$ cat config.mk
export PLATFORM = sky130hd
export DESIGN_NAME = afg_div
export DESIGN_NICKNAME = d
export VERILOG_FILES = /design/src/design/afg_div.sv
export SDC_FILE = /design/constraint.sdc
export NUM_CORES = 1
export LEC_CHECK = 0
export ABC_AREA = 1
export BUFFER_PORTS_ARGS = -buffer_cell sky130_fd_sc_hd__buf_4
export CORE_MARGIN = 3
export CORE_UTILIZATION = 64
export DETAILED_ROUTE_END_ITERATION = 16
export PLACE_DENSITY = 0.81
export SETUP_SLACK_MARGIN = 0.15
export SLEW_MARGIN = 0
export SYNTH_ARGS = -nofsm -noshare
export SYNTH_HDL_FRONTEND = slang
export SYNTH_SLANG_ARGS = --single-unit
$ cat constraint.sdc
create_clock -name clock -period 4.5 [get_ports clock]
set_input_delay 0.9 -clock clock [delete_from_list [all_inputs] [get_ports clock]]
set_output_delay 0.9 -clock clock [all_outputs]
set_load 0.03 [all_outputs]
$ cat src/design/afg_div.sv
// ----------------------------------------------------------------------------
// Affine grid pipelined divider
// Restoring division, STEP quotient bits per register stage. The quotient
// must fit QW bits and the upper numerator bits must stay below the divisor.
// ----------------------------------------------------------------------------
`default_nettype none

module afg_div #(
   parameter int QW   = 17,
   parameter int DW   = 12,
   parameter int STEP = 2
) (
   input  wire logic             clock,
   input  wire logic             en,
   input  wire logic [DW+QW-1:0] num_in,
   input  wire logic [DW-1:0]    den_in,
   output logic      [QW-1:0]    quot_out
);

   localparam int STAGES = (QW + STEP - 1) / STEP;

   logic [DW-1:0] rem_ff [STAGES];
   logic [DW-1:0] den_ff [STAGES];
   logic [QW-1:0] low_ff [STAGES];
   logic [QW-1:0] quot_ff[STAGES];

   for (genvar s = 0; s < STAGES; s++) begin : g_stage
      logic [DW-1:0] rem_src;
      logic [DW-1:0] den_src;
      logic [QW-1:0] low_src;
      logic [QW-1:0] quot_src;
      logic [DW-1:0] rem_in;
      logic [QW-1:0] quot_in;

      if (s == 0) begin : g_first
         assign rem_src  = num_in[DW+QW-1:QW];
         assign low_src  = num_in[QW-1:0];
         assign den_src  = den_in;
         assign quot_src = '0;
      end else begin : g_next
         assign rem_src  = rem_ff[s-1];
         assign low_src  = low_ff[s-1];
         assign den_src  = den_ff[s-1];
         assign quot_src = quot_ff[s-1];
      end

      always_comb begin
         logic [DW:0] trial;
         rem_in  = rem_src;
         quot_in = quot_src;
         for (int j = 0; j < STEP; j++) begin
            if (s * STEP + j < QW) begin
               trial = {rem_in, low_src[QW-1-(s*STEP+j)]};
               if (trial >= {1'b0, den_src}) begin
                  trial = trial - {1'b0, den_src};
                  quot_in[QW-1-(s*STEP+j)] = 1'b1;
               end
               rem_in = trial[DW-1:0];
            end
         end
      end

      always_ff @(posedge clock) begin
         if (en) begin
            rem_ff[s]  <= rem_in;
            den_ff[s]  <= den_src;
            low_ff[s]  <= low_src;
            quot_ff[s] <= quot_in;
         end
      end
   end

   assign quot_out = quot_ff[STAGES-1];

endmodule

`default_nettype wire

==> run summary <==
CP dominant cell by count = nand2_1
Drt pass-1 iters = 5
Post-synth EDFFs = 345
Total wire length = 57.9 mm
DP Worst Slack = -0.00551 ns
Avg Inst Size Synth = 8.32 um^2
Tcrit/Tclk final = 90.4%
Area growth, synth to finish = 9.19%
CP Data Arrival Time = 4.33 ns
Clk slew on worst S/H paths = 0.06 ns
Cell taking the most area after synthesis = edfxtp_1
Slew @ Worst Pin = 0.871 ns
Post-Synthesis Cells = 2,881
CTS hold repair buffers = 0
RSZ-0062 raised after global routing = no
WP buf/inv = 3
Relative slew slack = 41.7%
Delay-heaviest family, CP = simple AND/OR/NAND/NOR gates
Hold/Removal Path Class = reg -> reg
Chip width = 199 um
Final setup viols = 0
Netlist cell types = 42
Largest stage delay on the critical path = 0.49 ns
Hold slack final = 0.413 ns
WS Path Type = reg -> reg
TritonCTS clock tree = done
Hold Fails Final Rpt = 0
Vias per cell = 5.56
Wire per inst = 16.7 um
Total core area = 0.0368 mm^2
Ports = 60
Proportion of layout cells with a drive suffix above 1 = 8.05%
Detailed Place HPWL = 45.0 mm
Largest net degree at the start of global routing = 109
Vias in the first global route = 18,024
Post-Syn Nets = 3,144
Status = finished clean
CP Max Fanout = 17
Die area = 0.0398 mm^2
Top cells by area, synth = edfxtp_1 43%, nand2_1 15%, ha_1 11%
First-pass GRT wire length = 92.5 mm
Worst setup SP type = flip-flop
Placer Congestion = 0.971
Asr flop ratio synth = 0%
Post-Syn Area = 0.0240 mm^2
DRT antenna net count = 0
Slowest cell on the critical path = edfxtp_1
Nets = 3,227
Total GRT Usage = 29.3%
Max-Cap Viols = 0
Antenna diode count = 0
CP cell instances = inv_1 > ha_1 > nand2_1 > nor2_1 > nand2_1 > nand3_1 > nand2_1 > nand3_4 > inv_4 > o21ai_1 > ha_1 > nand2_1 > inv_1 > a21oi_1 > nand3_1 > nand3_1 > nand2_1 > nand2_1 > nand3_4 > nand2_1 > nand2_1
Tmin final = 4.07 ns
Yosys warns = 0
Sequential fraction of the synthesis area = 43.2%
Clk root buf = clkbuf_16
Fin worst setup slack = 0.432 ns
Number of synthesized register bits = 345
Initial Util = 65.1%
Fmax = 246 MHz
CTS Buf Count = 39
Clock Tree Buf Depth = 3
Cell with the most instances after synthesis = nand2_1
Worst Path Required = 4.76 ns
Top cells by count, synth = 951 x nand2_1, 430 x inv_1, 345 x edfxtp_1
Die Span Y = 199 um
Post-route setup TNS = 0 ns
DRC viols = 0
Final Skew = 0.0145 ns
Grt ovf = 0
Layout Utilization = 71.1%
Clock sinks = 345
Critical path capture point type = flip-flop
Final Slew Violations = 0
Rows = 70
Most frequently used flop master after synthesis = edfxtp_1
Worst-Skew Late Latency = 0.54 ns
Initial antenna violation count = 0
Vias = 19,240
Fillers = 2,900
Synth top area share = 43.2%
Initial drt markers = 1,444
Port buffer count = 59
H-tree Lvls = 2
## what timing repair did
action	4_1_cts	5_1_grt
endpoints found under the setup margin	0	46
setup buffers	0	0
resized for setup	0	7
## kinds of logic after synthesis
logic type | synth area share [%]
AO/OA/AOI/OAI | 4.37
XOR/XNOR | 3.98
adder cells (fa/ha/maj) | 12.0
buffers and inverters | 8.19
flip-flops | 43.2
AND/OR/NAND/NOR | 28.2
## placed cells by master (no fill, tap or decap), types with 56 or more instances in the layout
cell type / count
a21oi_1: 82
nor2_1: 179
ha_1: 204
nand3_1: 257
nand2_1: 951
edfxtp_1: 345
buf_4: 72
nand4_1: 56
xnor2_1: 61
inv_1: 430
## per-stage QoR
| stage | std cells | instance area, um^2 |
|---|---|---|
| after global placement | 3391 | 24900 |
| after CTS | 3461 | 26100 |
| after floorplan | 2881 | 24000 |
| final | 3461 | 26200 |
| after detailed placement | 3391 | 24900 |
| after global routing | 3461 | 26200 |
## flip-flops by register name (all words and copies together), names as in the netlist
| name | flops |
|---|---|
| den_ff | 96 |
| rem_ff | 96 |
| quot_ff | 89 |
| low_ff | 64 |
## routing by layer
metal,wire (um),global-route usage (%),up-vias
met5,0,0,-
met1,26100,41.3,8863
met4,1470,8.94,0
li1,-,-,9621
met2,26600,47.4,647
met3,3780,4.35,109
## final cells by class
| cell class | count | area (um^2) | share of cell area, % |
|---|---|---|---|
| Timing Repair Buffer | 76 | 616 | 2.35 |
| Multi-Input combinational cell | 2057 | 11700 | 44.6 |
| Inverter | 445 | 1680 | 6.43 |
| Clock buffer | 43 | 1030 | 3.95 |
| Tap cell | 468 | 586 | 2.24 |
| Clock inverter | 27 | 205 | 0.784 |
| Sequential cell | 345 | 10400 | 39.6 |
## final timing paths
| check | cells past startpoint | endpoint | slack (ns) | from |
|---|---|---|---|---|
| worst min register to register | 0 | quot_ff[0][150]$_DFFE_PP_ | 0.41 | quot_ff[0][133]$_DFFE_PP_ |
| worst max-delay path | 21 | rem_ff[0][61]$_DFFE_PP_ | 0.43 | den_ff[0][49]$_DFFE_PP_ |
| worst min-delay path | 0 | quot_ff[0][150]$_DFFE_PP_ | 0.41 | quot_ff[0][133]$_DFFE_PP_ |
| worst max register to register | 21 | rem_ff[0][61]$_DFFE_PP_ | 0.43 | den_ff[0][49]$_DFFE_PP_ |
Power is left out: the tool's default activity adds up to more than one toggle a clock period on the data nets, which glitch-free logic cannot reach.
